**src/uww_pkg.sv**
```systemverilog
// Shared constants for the UTF-8 word wrapper.
// No dependencies; imported by utf8_word_wrapper.
package uww_pkg;

    localparam int unsigned MAX_CELLS_DEF = 60;
    localparam int unsigned RESULT_LIMIT  = 34;
    localparam int unsigned CNT_W         = 6;
    localparam int unsigned CFG_W         = 6;
    localparam int unsigned CP_W          = 21;

    localparam logic [CFG_W-1:0] CFG_RESET = 6'd32;

    localparam logic [CP_W-1:0] CP_TAB      = 21'h00_0009;
    localparam logic [CP_W-1:0] CP_LF       = 21'h00_000A;
    localparam logic [CP_W-1:0] CP_CR       = 21'h00_000D;
    localparam logic [CP_W-1:0] CP_SPACE    = 21'h00_0020;
    localparam logic [CP_W-1:0] CP_ASCII    = 21'h00_007F;
    localparam logic [CP_W-1:0] CP_MAX      = 21'h10_FFFF;
    localparam logic [CP_W-1:0] CP_SURR_LO  = 21'h00_D800;
    localparam logic [CP_W-1:0] CP_SURR_HI  = 21'h00_DFFF;
    localparam logic [CP_W-1:0] MIN_TWO     = 21'h00_0080;
    localparam logic [CP_W-1:0] MIN_THREE   = 21'h00_0800;
    localparam logic [CP_W-1:0] MIN_FOUR    = 21'h01_0000;

    localparam logic KIND_BYTE = 1'b0;
    localparam logic KIND_END  = 1'b1;

endpackage

```
**src/utf8_word_wrapper.sv**
```systemverilog
// UTF-8 decoder and greedy word wrapper, top level.
// Depends on uww_pkg; holds the word buffer memory and the control sequencer.
//
//  channel | signals                                        | direction
//  --------+------------------------------------------------+----------
//  in      | in_valid, in_ready, kind, text_byte            | sink
//  out     | out_valid, out_ready, code_point, line_end,    | source
//          | decode_error, last                             |
//  cfg     | cfg_valid, cfg_ready, max_cells                | sink
//
// An input beat may only advance the decoder, drop a carriage return, report an
// error, land in the word buffer, or flush the word for a separator, line feed,
// end of text or a word that no longer fits. A word flush reads the buffered code
// points in turn through the single read port of the word buffer, with a line end
// ahead of a point that opens a new line. Results pass through a staging register
// and the output register, so a stalled out channel stalls the sequencer only
// when both are full. At most 34 results close one input beat; any overflow is
// held and resumes ahead of the next beat's work.
// Reset clears all control state; the word buffer needs no clearing.
module utf8_word_wrapper #(
    parameter int unsigned MAX_CELLS = uww_pkg::MAX_CELLS_DEF
) (
    input  logic                        clk,
    input  logic                        rst_n,
    input  logic                        in_valid,
    output logic                        in_ready,
    input  logic                        kind,
    input  logic [7:0]                  text_byte,
    output logic                        out_valid,
    input  logic                        out_ready,
    output logic [uww_pkg::CP_W-1:0]    code_point,
    output logic                        line_end,
    output logic                        decode_error,
    output logic                        last,
    input  logic                        cfg_valid,
    output logic                        cfg_ready,
    input  logic [uww_pkg::CFG_W-1:0]   max_cells
);
    import uww_pkg::*;

    localparam int unsigned IW  = (MAX_CELLS > 1) ? $clog2(MAX_CELLS) : 1;
    localparam int unsigned LW  = $clog2(MAX_CELLS + 1);
    localparam int unsigned LCW = $clog2(4 * MAX_CELLS + 4);

    typedef enum logic [3:0] {
        S_IDLE, S_DEC, S_ACT, S_ERR, S_ERR_END, S_F_START, S_F_SPACE, S_F_RD,
        S_F_PT, S_STORE, S_LF_END, S_SP_SET, S_END_FIN, S_DONE
    } state_t;

    typedef enum logic [1:0] {R_STORE, R_LF, R_SP, R_END} ret_t;

    typedef struct packed {
        logic [CP_W-1:0] cp;
        logic            le;
        logic            err;
    } res_t;

    state_t state_reg;
    ret_t   ret_reg;

    // Configuration
    logic [CFG_W-1:0] max_cells_reg;

    // Input latch and the beat held while overflow results drain
    logic       kind_reg, pend_kind_reg, pend_reg;
    logic [7:0] byte_reg, pend_byte_reg;

    // Decoder
    logic [CP_W-1:0] part_reg;
    logic [1:0]      left_reg;
    logic [2:0]      seq_reg;
    logic [CP_W-1:0] cp_reg;

    // Wrapper
    logic [LW-1:0]  word_len_reg;
    logic [LCW-1:0] word_cells_reg, line_cells_reg;
    logic           space_reg, error_reg;
    logic [IW-1:0]  idx_reg;

    // Result path
    res_t             stg_reg;
    logic             stg_valid_reg, paused_reg;
    logic [CNT_W-1:0] cnt_reg;
    res_t             out_reg;
    logic             out_valid_reg, out_last_reg;

    // Word buffer
    logic [CP_W-1:0] word_mem [MAX_CELLS];
    logic [CP_W-1:0] rd_data_reg;
    logic            rd_en, wr_en;

    logic [LCW-1:0]  lim;
    logic [CP_W-1:0] next_part, cp_new;
    logic            seq_bad;
    logic [LCW-1:0]  w_cp, w_rd, sp_add;
    logic            want_emit, emit_done, out_free, out_load, brk_pt, idx_end;
    res_t            emit_res;

    assign cfg_ready    = 1'b1;
    assign in_ready     = (state_reg == S_IDLE) || (paused_reg && !pend_reg);
    assign out_valid    = out_valid_reg;
    assign code_point   = out_reg.cp;
    assign line_end     = out_reg.le;
    assign decode_error = out_reg.err;
    assign last         = out_last_reg;
    assign out_free     = !out_valid_reg || out_ready;

    always_comb
    begin
        if (max_cells_reg == '0)
            lim = LCW'(1);
        else if (LCW'(max_cells_reg) > LCW'(MAX_CELLS))
            lim = LCW'(MAX_CELLS);
        else
            lim = LCW'(max_cells_reg);
    end

    assign next_part = {part_reg[CP_W-7:0], byte_reg[5:0]};
    assign cp_new    = (left_reg == 2'd0) ? {{(CP_W-8){1'b0}}, byte_reg} : next_part;
    assign seq_bad   = ((seq_reg == 3'd2) && (next_part < MIN_TWO))
                    || ((seq_reg == 3'd3) && (next_part < MIN_THREE))
                    || ((seq_reg == 3'd4) && (next_part < MIN_FOUR))
                    || (next_part > CP_MAX)
                    || ((next_part >= CP_SURR_LO) && (next_part <= CP_SURR_HI));
    assign w_cp      = (cp_reg <= CP_ASCII) ? LCW'(1) : LCW'(2);
    assign w_rd      = (rd_data_reg <= CP_ASCII) ? LCW'(1) : LCW'(2);
    assign sp_add    = (space_reg && line_cells_reg != '0) ? LCW'(1) : LCW'(0);
    assign brk_pt    = (line_cells_reg != '0) && (line_cells_reg + w_rd > lim);
    assign idx_end   = (LW'(idx_reg) + LW'(1)) >= word_len_reg;

    // Pick the result this state wants to send
    always_comb
    begin
        want_emit = 1'b0;
        emit_res  = '{cp: '0, le: 1'b0, err: 1'b0};
        case (state_reg)
            S_ERR:
            begin
                want_emit = 1'b1;
                emit_res  = '{cp: '0, le: 1'b0, err: 1'b1};
            end
            S_ERR_END:
            begin
                want_emit = 1'b1;
                emit_res  = '{cp: '0, le: 1'b1, err: 1'b1};
            end
            S_LF_END, S_END_FIN:
            begin
                want_emit = 1'b1;
                emit_res  = '{cp: '0, le: 1'b1, err: 1'b0};
            end
            S_F_START:
            begin
                want_emit = (word_len_reg != '0) && (line_cells_reg != '0)
                         && (line_cells_reg + sp_add + word_cells_reg > lim);
                emit_res  = '{cp: '0, le: 1'b1, err: 1'b0};
            end
            S_F_SPACE:
            begin
                want_emit = space_reg && (line_cells_reg != '0);
                emit_res  = '{cp: CP_SPACE, le: 1'b0, err: 1'b0};
            end
            S_F_PT:
            begin
                want_emit = 1'b1;
                emit_res  = brk_pt ? res_t'{cp: '0, le: 1'b1, err: 1'b0}
                                   : res_t'{cp: rd_data_reg, le: 1'b0, err: 1'b0};
            end
            default:
            begin
                want_emit = 1'b0;
            end
        endcase
    end

    assign emit_done = want_emit && !paused_reg
                    && (!stg_valid_reg || (out_free && cnt_reg != CNT_W'(RESULT_LIMIT - 1)));
    // The output register takes the staged result in this cycle
    assign out_load  = out_free && stg_valid_reg
                    && ((want_emit && !paused_reg) || (state_reg == S_DONE && !pend_reg));
    assign rd_en     = (state_reg == S_F_RD);
    assign wr_en     = (state_reg == S_STORE);

    always_ff @(posedge clk)
    begin
        if (wr_en)
            word_mem[word_len_reg[IW-1:0]] <= cp_reg;
        if (rd_en)
            rd_data_reg <= word_mem[idx_reg];
    end

    always_ff @(posedge clk or negedge rst_n)
    begin
        if (!rst_n)
        begin
            state_reg      <= S_IDLE;
            ret_reg        <= R_STORE;
            max_cells_reg  <= CFG_RESET;
            pend_reg       <= 1'b0;
            part_reg       <= '0;
            left_reg       <= '0;
            seq_reg        <= '0;
            word_len_reg   <= '0;
            word_cells_reg <= '0;
            line_cells_reg <= '0;
            space_reg      <= 1'b0;
            error_reg      <= 1'b0;
            idx_reg        <= '0;
            stg_valid_reg  <= 1'b0;
            paused_reg     <= 1'b0;
            cnt_reg        <= '0;
            out_valid_reg  <= 1'b0;
            out_last_reg   <= 1'b0;
        end
        else
        begin
            if (cfg_valid)
                max_cells_reg <= max_cells;

            if (out_ready && !out_load)
                out_valid_reg <= 1'b0;

            // Staging: move the held result out, or pause at the result limit
            if (want_emit && !paused_reg)
            begin
                if (!stg_valid_reg)
                begin
                    stg_reg       <= emit_res;
                    stg_valid_reg <= 1'b1;
                end
                else if (out_free)
                begin
                    out_reg       <= stg_reg;
                    out_valid_reg <= 1'b1;
                    if (cnt_reg == CNT_W'(RESULT_LIMIT - 1))
                    begin
                        out_last_reg  <= 1'b1;
                        stg_valid_reg <= 1'b0;
                        paused_reg    <= 1'b1;
                        cnt_reg       <= '0;
                    end
                    else
                    begin
                        out_last_reg <= 1'b0;
                        cnt_reg      <= cnt_reg + CNT_W'(1);
                        stg_reg      <= emit_res;
                    end
                end
            end

            // Hold the next beat while overflow results drain
            if (paused_reg && !pend_reg && in_valid)
            begin
                pend_reg      <= 1'b1;
                pend_kind_reg <= kind;
                pend_byte_reg <= text_byte;
                paused_reg    <= 1'b0;
            end

            case (state_reg)
                S_IDLE:
                begin
                    if (in_valid)
                    begin
                        kind_reg  <= kind;
                        byte_reg  <= text_byte;
                        state_reg <= S_DEC;
                    end
                end
                S_DEC:
                begin
                    if (kind_reg == KIND_END)
                    begin
                        if (error_reg || left_reg != 2'd0)
                            state_reg <= S_ERR_END;
                        else
                        begin
                            ret_reg   <= R_END;
                            state_reg <= S_F_START;
                        end
                    end
                    else if (error_reg)
                        state_reg <= S_DONE;
                    else if (left_reg == 2'd0)
                    begin
                        if (byte_reg[7] == 1'b0)
                        begin
                            cp_reg    <= cp_new;
                            state_reg <= S_ACT;
                        end
                        else if (byte_reg[7:5] == 3'b110)
                        begin
                            part_reg  <= {{(CP_W-5){1'b0}}, byte_reg[4:0]};
                            seq_reg   <= 3'd2;
                            left_reg  <= 2'd1;
                            state_reg <= S_DONE;
                        end
                        else if (byte_reg[7:4] == 4'b1110)
                        begin
                            part_reg  <= {{(CP_W-4){1'b0}}, byte_reg[3:0]};
                            seq_reg   <= 3'd3;
                            left_reg  <= 2'd2;
                            state_reg <= S_DONE;
                        end
                        else if (byte_reg[7:3] == 5'b11110)
                        begin
                            part_reg  <= {{(CP_W-3){1'b0}}, byte_reg[2:0]};
                            seq_reg   <= 3'd4;
                            left_reg  <= 2'd3;
                            state_reg <= S_DONE;
                        end
                        else
                        begin
                            error_reg <= 1'b1;
                            state_reg <= S_ERR;
                        end
                    end
                    else if (byte_reg[7:6] != 2'b10)
                    begin
                        error_reg <= 1'b1;
                        part_reg  <= '0;
                        left_reg  <= '0;
                        seq_reg   <= '0;
                        state_reg <= S_ERR;
                    end
                    else if (left_reg == 2'd1)
                    begin
                        part_reg <= '0;
                        left_reg <= '0;
                        seq_reg  <= '0;
                        if (seq_bad)
                        begin
                            error_reg <= 1'b1;
                            state_reg <= S_ERR;
                        end
                        else
                        begin
                            cp_reg    <= cp_new;
                            state_reg <= S_ACT;
                        end
                    end
                    else
                    begin
                        part_reg  <= next_part;
                        left_reg  <= left_reg - 2'd1;
                        state_reg <= S_DONE;
                    end
                end
                S_ACT:
                begin
                    if (cp_reg == CP_CR)
                        state_reg <= S_DONE;
                    else if (cp_reg == CP_LF)
                    begin
                        ret_reg   <= R_LF;
                        state_reg <= S_F_START;
                    end
                    else if (cp_reg == CP_SPACE || cp_reg == CP_TAB)
                    begin
                        ret_reg   <= R_SP;
                        state_reg <= S_F_START;
                    end
                    else if (word_len_reg != '0
                             && (word_cells_reg + w_cp > lim
                                 || word_len_reg >= LW'(MAX_CELLS)))
                    begin
                        ret_reg   <= R_STORE;
                        state_reg <= S_F_START;
                    end
                    else
                        state_reg <= S_STORE;
                end
                S_ERR:
                begin
                    if (emit_done)
                        state_reg <= S_DONE;
                end
                S_ERR_END, S_END_FIN:
                begin
                    if (emit_done)
                    begin
                        part_reg       <= '0;
                        left_reg       <= '0;
                        seq_reg        <= '0;
                        word_len_reg   <= '0;
                        word_cells_reg <= '0;
                        line_cells_reg <= '0;
                        space_reg      <= 1'b0;
                        error_reg      <= 1'b0;
                        state_reg      <= S_DONE;
                    end
                end
                S_F_START:
                begin
                    if (word_len_reg == '0)
                    begin
                        case (ret_reg)
                            R_STORE: state_reg <= S_STORE;
                            R_LF:    state_reg <= S_LF_END;
                            R_SP:    state_reg <= S_SP_SET;
                            default: state_reg <= S_END_FIN;
                        endcase
                    end
                    else if (!want_emit)
                        state_reg <= S_F_SPACE;
                    else if (emit_done)
                    begin
                        line_cells_reg <= '0;
                        state_reg      <= S_F_SPACE;
                    end
                end
                S_F_SPACE:
                begin
                    idx_reg <= '0;
                    if (!want_emit)
                        state_reg <= S_F_RD;
                    else if (emit_done)
                    begin
                        line_cells_reg <= line_cells_reg + LCW'(1);
                        state_reg      <= S_F_RD;
                    end
                end
                S_F_RD:
                begin
                    state_reg <= S_F_PT;
                end
                S_F_PT:
                begin
                    if (emit_done)
                    begin
                        if (brk_pt)
                            line_cells_reg <= '0;
                        else
                        begin
                            line_cells_reg <= line_cells_reg + w_rd;
                            if (idx_end)
                            begin
                                word_len_reg   <= '0;
                                word_cells_reg <= '0;
                                space_reg      <= 1'b0;
                                case (ret_reg)
                                    R_STORE: state_reg <= S_STORE;
                                    R_LF:    state_reg <= S_LF_END;
                                    R_SP:    state_reg <= S_SP_SET;
                                    default: state_reg <= S_END_FIN;
                                endcase
                            end
                            else
                            begin
                                idx_reg   <= idx_reg + IW'(1);
                                state_reg <= S_F_RD;
                            end
                        end
                    end
                end
                S_STORE:
                begin
                    word_len_reg   <= word_len_reg + LW'(1);
                    word_cells_reg <= word_cells_reg + w_cp;
                    state_reg      <= S_DONE;
                end
                S_LF_END:
                begin
                    if (emit_done)
                    begin
                        line_cells_reg <= '0;
                        space_reg      <= 1'b0;
                        state_reg      <= S_DONE;
                    end
                end
                S_SP_SET:
                begin
                    space_reg <= (line_cells_reg != '0);
                    state_reg <= S_DONE;
                end
                S_DONE:
                begin
                    if (pend_reg)
                    begin
                        kind_reg  <= pend_kind_reg;
                        byte_reg  <= pend_byte_reg;
                        pend_reg  <= 1'b0;
                        state_reg <= S_DEC;
                    end
                    else if (!stg_valid_reg)
                    begin
                        cnt_reg   <= '0;
                        state_reg <= S_IDLE;
                    end
                    else if (out_free)
                    begin
                        // Close the beat: the held result is its last
                        out_reg       <= stg_reg;
                        out_valid_reg <= 1'b1;
                        out_last_reg  <= 1'b1;
                        stg_valid_reg <= 1'b0;
                        cnt_reg       <= '0;
                        state_reg     <= S_IDLE;
                    end
                end
                default:
                begin
                    state_reg <= S_IDLE;
                end
            endcase
        end
    end

    // A pause always hands the staged result out first
    assert property (@(posedge clk) disable iff (!rst_n) paused_reg |-> !stg_valid_reg)
        else $error("staged result held across a pause");

    // Nothing stays staged once the sequencer is idle
    assert property (@(posedge clk) disable iff (!rst_n)
        (state_reg == S_IDLE) |-> !stg_valid_reg)
        else $error("staged result left behind at idle");

    // The per-beat result count never reaches the limit
    assert property (@(posedge clk) disable iff (!rst_n)
        cnt_reg < CNT_W'(RESULT_LIMIT))
        else $error("result count out of range");

    // The word buffer never overfills
    assert property (@(posedge clk) disable iff (!rst_n)
        word_len_reg <= LW'(MAX_CELLS))
        else $error("word buffer overflow");

endmodule
```
**config.mk**
```make
export PLATFORM = sky130hd
export DESIGN_NAME = utf8_word_wrapper
export DESIGN_NICKNAME = d
export VERILOG_FILES = /design/src/uww_pkg.sv /design/src/utf8_word_wrapper.sv
export SDC_FILE = /design/constraint.sdc
export NUM_CORES = 2
export LEC_CHECK = 0
export CAP_MARGIN = 20
export CELL_PAD_IN_SITES_DETAIL_PLACEMENT = 0
export CELL_PAD_IN_SITES_GLOBAL_PLACEMENT = 1
export CORE_UTILIZATION = 62
export CTS_BUF_LIST = sky130_fd_sc_hd__clkbuf_8
export CTS_CLUSTER_DIAMETER = 40
export DETAILED_ROUTE_END_ITERATION = 8
export DONT_BUFFER_PORTS = 1
export GPL_ROUTABILITY_DRIVEN = 1
export PLACE_DENSITY = 0.84
export SETUP_SLACK_MARGIN = 0.4
export SLEW_MARGIN = 20
export SYNTH_ARGS = -nofsm -noshare
export SYNTH_HDL_FRONTEND = slang
export SYNTH_SLANG_ARGS = --single-unit
export TNS_END_PERCENT = 10
```
**constraint.sdc**
```tcl
create_clock -name clk -period 9.05 [get_ports clk]
set_input_delay 1.81 -clock clk [delete_from_list [all_inputs] [get_ports clk]]
set_output_delay 1.81 -clock clk [all_outputs]
set_load 0.02 [all_outputs]
```
# Yosys cells after proc, flatten, opt, wreduce, memory -nomap -nowiden
# Memory sizes are Yosys's and may differ from the RTL's. A register that Yosys moved wholly into a read port is not among the register bits.
# Index checks and enable logic that the tools add are counted.
# op_classes
n_addsub	9
order_cmp	14
n_eq_ne	59
muxes	180
bitwise_logic	2
reduce_logical	74
# op_table
cell	n
23-bit 2-to-1 mux	11
15-bit 2-to-1 mux	10
21-bit 2-to-1 mux	6
23-bit one-hot mux with 5 select lines	1
8-bit 2-to-1 mux	14
4-bit 2-to-1 mux	26
6-bit 2-to-1 mux	16
21-bit by 4-bit equality test with 1-bit output (second input constant)	3
1-bit 2-to-1 mux	53
21-bit by 7-bit <= comparator with 1-bit output (second input constant)	2
2-bit != test (second input constant)	20
4-bit one-hot mux with 10 select lines	1
2-bit 2-to-1 mux	18
8-bit one-hot mux with 4 select lines	1
3-bit 2-to-1 mux	10
15-bit one-hot mux with 2 select lines	1
4-bit equality test (second input constant)	7
8-bit > comparator	3
8-bit one-hot mux with 3 select lines	1
21-bit by 6-bit equality test with 1-bit output (second input constant)	1
21-bit by 16-bit greater-or-equal comparator with 1-bit output (second input constant)	1
21-bit > comparator (second input constant)	1
21-bit by 16-bit <= comparator with 1-bit output (second input constant)	1
21-bit by 12-bit < comparator with 1-bit output (second input constant)	1
56 further kinds	129
# totals
regBits	158
mem_bits_rw	1260
input_bits	20
out_inout_bits	27
elab_cells	368
mem_count	1
# mem_list
name	depth	word_bits	rd	rd_ports_with_merged_regs	write_ports	line_no	text
word_mem	60	21	1	1	1	utf8_word_wrapper.sv:88	logic [CP_W-1:0] word_mem [MAX_CELLS];

# Logic depth before layout (Yosys ltp)
# depth
depth_word	21
ltp_mapped	20
ltp_nobuf	19

# Worst setup path after synthesis
# No wires, ideal clock.
# synth_timing
path_kind	reg-to-reg
startpoint	reg cp_reg[10]
endpoint	reg ret_reg[0]
setup_time_ns	0.125
arrival_time_ns	4.028
required_ns	8.925
slack_ns	4.897
path_stages_with_launch	16
n_path_buf	0
synth_period_minus_slack_ns	4.153
path_cell_list	edfxtp_1 -> nor4_1 -> nand4_1 -> inv_1 -> ha_1 -> fa_1 -> xor2_1 -> ha_1 -> a21oi_1 -> a21oi_1 -> a2111oi_0 -> o2111ai_1 -> a21oi_1 -> nand2b_1 -> o21a_1 -> mux2_2
# synth_between
elab_chain_len	8
word_cells_on_any_way	18
classes_between	1 x add/sub; 2 x order compare; 6 x eq/ne; 5 x mux; 4 x reduce/logical
# synth_rtl
item	line_no	text
start, declared	utf8_word_wrapper.sv:72	logic [CP_W-1:0] cp_reg;
start signal, assigned	utf8_word_wrapper.sv:288	cp_reg <= cp_new;
start signal, assigned	utf8_word_wrapper.sv:338	cp_reg <= cp_new;
21-bit by 7-bit <= comparator with 1-bit output	utf8_word_wrapper.sv:125	assign w_cp = (cp_reg <= CP_ASCII) ? LCW'(1) : LCW'(2);
2-bit 2-to-1 mux	utf8_word_wrapper.sv:125	
8-bit by 2-bit adder with 8-bit output	utf8_word_wrapper.sv:364	&& (word_cells_reg + w_cp > lim
8-bit > comparator	utf8_word_wrapper.sv:364	
1-bit logical OR	utf8_word_wrapper.sv:365	|| word_len_reg >= LW'(MAX_CELLS)))
1-bit logical AND	utf8_word_wrapper.sv:364	
4-bit != test (no source line)	--	
5-bit AND reduction (no source line)	--	
end signal, assigned	utf8_word_wrapper.sv:355	ret_reg <= R_LF;
end signal, assigned	utf8_word_wrapper.sv:360	ret_reg <= R_SP;
end signal, assigned	utf8_word_wrapper.sv:367	ret_reg <= R_STORE;
end, declared	utf8_word_wrapper.sv:59	ret_t ret_reg;
# Parallel ways exist; a longest one is shown, timed or not. The select of a mux whose other input is x is not followed.
# A chain may end at the register's enable or synchronous reset.

# Worst setup path in the final report
# layout_timing
startpoint	reg line_cells_reg[4]
endpoint	reg out_reg, in the netlist line_end (data pin)
# layout_between
elab_chain_len	14
word_cells_on_any_way	15
classes_between	2 x add/sub; 1 x order compare; 7 x mux; 5 x reduce/logical
# layout_rtl
item	line_no	text
start, declared	utf8_word_wrapper.sv:76	logic [LCW-1:0] word_cells_reg, line_cells_reg;
start signal, assigned	utf8_word_wrapper.sv:419	line_cells_reg <= line_cells_reg + LCW'(1);
start signal, assigned	utf8_word_wrapper.sv:435	line_cells_reg <= line_cells_reg + w_rd;
8-bit nonzero test	utf8_word_wrapper.sv:127, utf8_word_wrapper.sv:154, utf8_word_wrapper.sv:160	
1-bit logical AND	utf8_word_wrapper.sv:127, utf8_word_wrapper.sv:160	
1-bit 2-to-1 mux	utf8_word_wrapper.sv:127	assign sp_add = (space_reg && line_cells_reg != '0) ? LCW'(1) : LCW'(0);
8-bit by 1-bit adder with 8-bit output	utf8_word_wrapper.sv:155	&& (line_cells_reg + sp_add + word_cells_reg > lim);
8-bit adder	utf8_word_wrapper.sv:155	
8-bit > comparator	utf8_word_wrapper.sv:155	
1-bit logical AND	utf8_word_wrapper.sv:155	
1-bit one-hot mux with 3 select lines (*)	utf8_word_wrapper.sv:136	case (state_reg)
1-bit logical AND (*)	utf8_word_wrapper.sv:224	if (want_emit && !paused_reg)
23-bit 2-to-1 mux (*)	utf8_word_wrapper.sv:224	
23-bit 2-to-1 mux	utf8_word_wrapper.sv:490	else if (out_free)
23-bit 2-to-1 mux	utf8_word_wrapper.sv:485	else if (!stg_valid_reg)
23-bit 2-to-1 mux	utf8_word_wrapper.sv:478	if (pend_reg)
23-bit 2-to-1 mux (*)	utf8_word_wrapper.sv:260	case (state_reg)
end signal, assigned	utf8_word_wrapper.sv:233	out_reg <= stg_reg;
end signal, assigned	utf8_word_wrapper.sv:493	out_reg <= stg_reg;
end, declared	utf8_word_wrapper.sv:84	res_t out_reg;
# Every way passes the cells marked *; elsewhere a longest branch is shown, timed or not.

==> run summary <==
Counting the buffers created by CTS gives 219. 47 I/O pins were placed. For the worst flop-to-flop path, the logic depth is 19.

The number of nets in the layout is 3403. The fraction of layout cells with a size suffix above 1 is 0.201. After detailed routing, the average wire length per cell comes to 29.6 um. For this run the aggregate overflow at the end of global routing stands at 0.

The count of distinct cell types in the synthesized netlist was 85. Entering global routing, the biggest net connects 140 pins. For the floorplan row count, the log shows 111. The tools report the insertion delay of the later-clocked pin in the worst-skew pair as 0.90 ns. The capture endpoint of the worst hold path is cp_reg[2]. The setup slack of the most critical reg-to-reg path was 3.97 ns; the global-route wire length before repair was 204 mm. The tools report the number of instances in the synthesized netlist as 3198.

Yosys attributes the largest share of cell area to sky130_fd_sc_hd__edfxtp_1, sky130_fd_sc_hd__mux4_2, sky130_fd_sc_hd__mux2i_1. The multi-input combinational cells in the finished layout cover a total of 14600 um2. For this design, the CTS-stage hold fixing added 0 buffers. After synthesis the cells add up to 58000 um2.

The data arrival time of the worst path was 5.69 ns. Once placement completed, the tool counted placed cells totaling 4355. The run gives 0.739 as the sequential share of the synthesized area. The logs give 197 MHz for the upper clock frequency limit and 0 ns for the summed negative setup slack over all endpoints. Initial core utilization: 0.629. For this run, the leading register cell type out of synthesis is sky130_fd_sc_hd__edfxtp_1. The vias per cell works out to 6.62.

For the number of antenna violations at the first check in global routing, the log shows 6. The clock net in this run drives a total of 1439 sinks. The slew at the pin with the worst max-slew slack came out at 1.18 ns. The number of synthesized flops with an enable pin was 1366.

The run gives 5784 as the total of fill cells in the finished design. The proportion of netlist area held by the largest area contributor is 0.708, and the die extent in y is 308 um. The region available for standard cell placement spans 92100 um2.

The worst setup path is of the reg2reg kind. The run gives 0.301 as the global router's overall resource usage. The growth of design area from synthesis to finish works out to 10.0%. The final total power came out at 0.0166 W. Along the worst path, the maximum fanout reaches 24. In this run the most critical hold path is launched from byte_reg[2]. The tools report the category of the worst setup path capture point as a flip-flop. The tools report the total via count after detailed routing as 31300. The tools report the worst slew margin relative to its limit as 0.216. The logs give 0 for the residual antenna-violating net count after detailed routing and 0 for the max capacitance violation total. The time the worst path needs with I/O delays and setup is 5.08 ns, and the count of input and output buffers is 0. The aggregate routed wire length came out at 140 mm.

The path class of the tightest hold or removal check is reg2reg. Leaving out filler cells and counting taps, the final layout contains 4731. Number of endpoints with negative hold slack in the final report: 0. The run gives 0 as the number of buffers inserted to repair setup after CTS. After clock tree synthesis, the clock-pin slew on the worst setup and hold paths is 0.07 ns. The buffer cell driving the clock tree root is sky130_fd_sc_hd__clkbuf_8. The horizontal die dimension is 308 um, and the area of all sequential standard cells is 42900 um2. The floorplan step defined a die boundary enclosing 94700 um2. In this run the deepest clock path goes through 3 buffers. The average cell area after synthesis works out to 18.1 um2.

In the routed design, unresolved DRC markers number 0. Setup repair after global routing left no endpoint under its margin. Before antenna repair, the detailed router went through 6 iterations. The utilization after layout is 0.693. Setup violations remaining at the end of the flow were counted as 0. The worst setup path is launched from a flip-flop.

Detailed placement HPWL: 80.0 mm. TritonCTS built the clock tree. The worst hold path passes through 0 cells. The leakage power total was 20.3 nW; the worst endpoint required time was 9.66 ns. The ratio of final minimum period to clock period works out to 0.561. Routability-driven placement finished with a final weighted congestion of 0.876. The number of global-route vias before repair was 31300; the power per cell area was 260 nW/um2. In this run, synthesis produced a sequential element count of 1439.

The fraction of registers with async set/reset came out at 0.0507. The detailed router finished its first iteration with 3912 violations. The max-slew violation count was 0. The origin of the critical flop-to-flop path is line_cells_reg[4].

The number of flip-flops in the largest register is 1260, and the worst hold slack is 0.491 ns. The run gives 0 as the number of gates given a new drive strength after cts. The H-tree was split into 4 levels. During synthesis, Yosys emitted a total of 0 warnings. The run gives 0.000179 V as the worst vdd rail ir drop. The biggest area contributor in the post-synthesis netlist is sky130_fd_sc_hd__edfxtp_1. For the largest clock skew in the final design, the log shows 0.0408 ns. The flow ran to the end, and the final reports show no timing, DRC or antenna violations. Reg-to-reg endpoint: line_end. The post-synthesis net count is 3268.
==> cells by family (layout without fill, tap and decap cells) <==
family / count (synthesis) / in the layout / synth area share
flops: 1439 / 1439 / 0.739
fa+ha+maj: 50 / 50 / 0.0113
other cells: 1 / 6 / 0.0000647
buf+inv: 206 / 491 / 0.0146
simple gates: 522 / 522 / 0.0417
xor+xnor: 22 / 22 / 0.00332
compound gates: 454 / 454 / 0.0543
mux: 504 / 504 / 0.135
==> how the worst max path moves through the flow <==
stage | startpoint | endpoint | slack (ns) | cells after the start
6_report | line_cells_reg[4] | line_end | 3.97 | 19
5_1_grt | line_cells_reg[4] | code_point[8] | 3.68 | 19
4_1_cts | line_cells_reg[4] | line_end | 4.00 | 19
3_5_place_dp | line_cells_reg[4] | code_point[19] | 4.03 | 19
3_3_place_gp | line_cells_reg[4] | code_point[12] | 4.03 | 19
2_1_floorplan | cp_reg[10] | ret_reg[0] | 4.90 | 15
==> stage by stage <==
stage / setup WS [ns] / cell area (um2)
after CTS: 4.00 / 63800
after floorplan: 4.90 / 58000
final: 3.97 / 63800
after global placement: 4.03 / 59800
after detailed placement: 4.03 / 59800
after global routing: 3.68 / 63800
==> layout by cell type, fill, tap and decap left out, types with 8 or more instances in the layout <==
cell type and count:
sky130_fd_sc_hd__edfxtp_1 1366, sky130_fd_sc_hd__mux2i_1 246, sky130_fd_sc_hd__clkbuf_8 220, sky130_fd_sc_hd__mux4_2 219
sky130_fd_sc_hd__nand2_1 161, sky130_fd_sc_hd__nor2_1 128, sky130_fd_sc_hd__o221ai_1 115, sky130_fd_sc_hd__a21oi_1 102
sky130_fd_sc_hd__inv_1 100, sky130_fd_sc_hd__buf_4 80, sky130_fd_sc_hd__dfrtp_1 67, sky130_fd_sc_hd__o21ai_0 65
sky130_fd_sc_hd__o22ai_1 63, sky130_fd_sc_hd__ha_1 46, sky130_fd_sc_hd__clkinv_1 43, sky130_fd_sc_hd__nor2_2 37
sky130_fd_sc_hd__mux2_2 35, sky130_fd_sc_hd__nand3_1 31, sky130_fd_sc_hd__and2_1 25, sky130_fd_sc_hd__a31oi_1 24
sky130_fd_sc_hd__nor2_4 24, sky130_fd_sc_hd__nor2b_1 23, sky130_fd_sc_hd__clkinv_2 18, sky130_fd_sc_hd__nand2b_1 15
sky130_fd_sc_hd__xnor2_1 12, sky130_fd_sc_hd__nand4_1 12, sky130_fd_sc_hd__nor4_1 11, sky130_fd_sc_hd__nor3_1 11
sky130_fd_sc_hd__xor2_1 10, sky130_fd_sc_hd__a22o_1 10, sky130_fd_sc_hd__o31ai_1 9, sky130_fd_sc_hd__bufinv_16 9
sky130_fd_sc_hd__o211ai_1 8
==> final cells by class <==
| cell class | instances | area share |
|---|---|---|
| Antenna cell | 5 | 0.000196 |
| Clock buffer | 220 | 0.0475 |
| Clock inverter | 151 | 0.0149 |
| Inverter | 37 | 0.00220 |
| Multi-Input combinational cell | 1553 | 0.229 |
| Sequential cell | 1439 | 0.672 |
| Tap cell | 1243 | 0.0244 |
| Timing Repair Buffer | 83 | 0.0104 |
==> worst max-delay path, stage by stage (launching register included) <==
cell	delay [ns]
sky130_fd_sc_hd__dfrtp_1	0.46
sky130_fd_sc_hd__nor4_2	0.36
sky130_fd_sc_hd__nand3_2	0.18
sky130_fd_sc_hd__and2_2	0.24
sky130_fd_sc_hd__fa_1	0.41
sky130_fd_sc_hd__inv_1	0.09
sky130_fd_sc_hd__fa_1	0.22
sky130_fd_sc_hd__nor2b_1	0.07
sky130_fd_sc_hd__o31a_1	0.26
sky130_fd_sc_hd__a21oi_1	0.14
sky130_fd_sc_hd__ha_1	0.25
sky130_fd_sc_hd__nand2_1	0.09
sky130_fd_sc_hd__mux2i_1	0.07
sky130_fd_sc_hd__a21oi_1	0.23
sky130_fd_sc_hd__nor2_1	0.07
sky130_fd_sc_hd__a31o_2	0.24
sky130_fd_sc_hd__a21oi_1	0.74
sky130_fd_sc_hd__o21ai_2	0.08
sky130_fd_sc_hd__buf_4	0.28
sky130_fd_sc_hd__mux2_2	0.31
==> cells in the mapped netlist, types with 3 or more instances <==
cell type / count
sky130_fd_sc_hd__a211o_1: 3
sky130_fd_sc_hd__a21o_1: 5
sky130_fd_sc_hd__a21oi_1: 102
sky130_fd_sc_hd__a221oi_1: 5
sky130_fd_sc_hd__a22o_1: 10
sky130_fd_sc_hd__a31oi_1: 25
sky130_fd_sc_hd__and2_1: 25
sky130_fd_sc_hd__and3_1: 8
sky130_fd_sc_hd__and4_1: 4
sky130_fd_sc_hd__buf_1: 21
sky130_fd_sc_hd__buf_2: 42
sky130_fd_sc_hd__buf_4: 4
sky130_fd_sc_hd__clkbuf_1: 101
sky130_fd_sc_hd__dfrtp_1: 72
sky130_fd_sc_hd__edfxtp_1: 1366
sky130_fd_sc_hd__fa_1: 4
sky130_fd_sc_hd__ha_1: 46
sky130_fd_sc_hd__inv_1: 37
sky130_fd_sc_hd__mux2_2: 35
sky130_fd_sc_hd__mux2_4: 4
sky130_fd_sc_hd__mux2i_1: 246
sky130_fd_sc_hd__mux4_2: 219
sky130_fd_sc_hd__nand2_1: 162
sky130_fd_sc_hd__nand2b_1: 16
sky130_fd_sc_hd__nand3_1: 31
sky130_fd_sc_hd__nand3b_1: 3
sky130_fd_sc_hd__nand4_1: 12
sky130_fd_sc_hd__nand4b_1: 3
sky130_fd_sc_hd__nor2_1: 189
sky130_fd_sc_hd__nor2b_1: 23
sky130_fd_sc_hd__nor3_1: 11
sky130_fd_sc_hd__nor3b_1: 3
sky130_fd_sc_hd__nor4_1: 12
sky130_fd_sc_hd__o211ai_1: 8
sky130_fd_sc_hd__o21a_1: 4
sky130_fd_sc_hd__o21ai_0: 65
sky130_fd_sc_hd__o221ai_1: 115
sky130_fd_sc_hd__o22ai_1: 63
sky130_fd_sc_hd__o31a_1: 4
sky130_fd_sc_hd__o31ai_1: 9
sky130_fd_sc_hd__or3_1: 4
sky130_fd_sc_hd__or4_1: 3
sky130_fd_sc_hd__xnor2_1: 12
sky130_fd_sc_hd__xor2_1: 10
==> power breakdown <==
part	internal [W]	switching, W	total, W	leakage [nW]
logic	0.00136	0.00242	0.00378	4.66
registers	0.00751	0.000344	0.00785	13.4
clock network	0.00251	0.00245	0.00496	2.25
==> metal layers <==
metal | track usage | share of wire | wire length [um] | vias to the layer above
met5 | 0 | 0 | 0 | -
met4 | 0.116 | 0.034 | 4750 | 0
met3 | 0.0606 | 0.093 | 13000 | 283
met2 | 0.483 | 0.49 | 68100 | 1643
met1 | 0.411 | 0.39 | 54200 | 16100
li1 | - | - | - | 13300
Note: power is estimated with default switching activity, not from simulation.
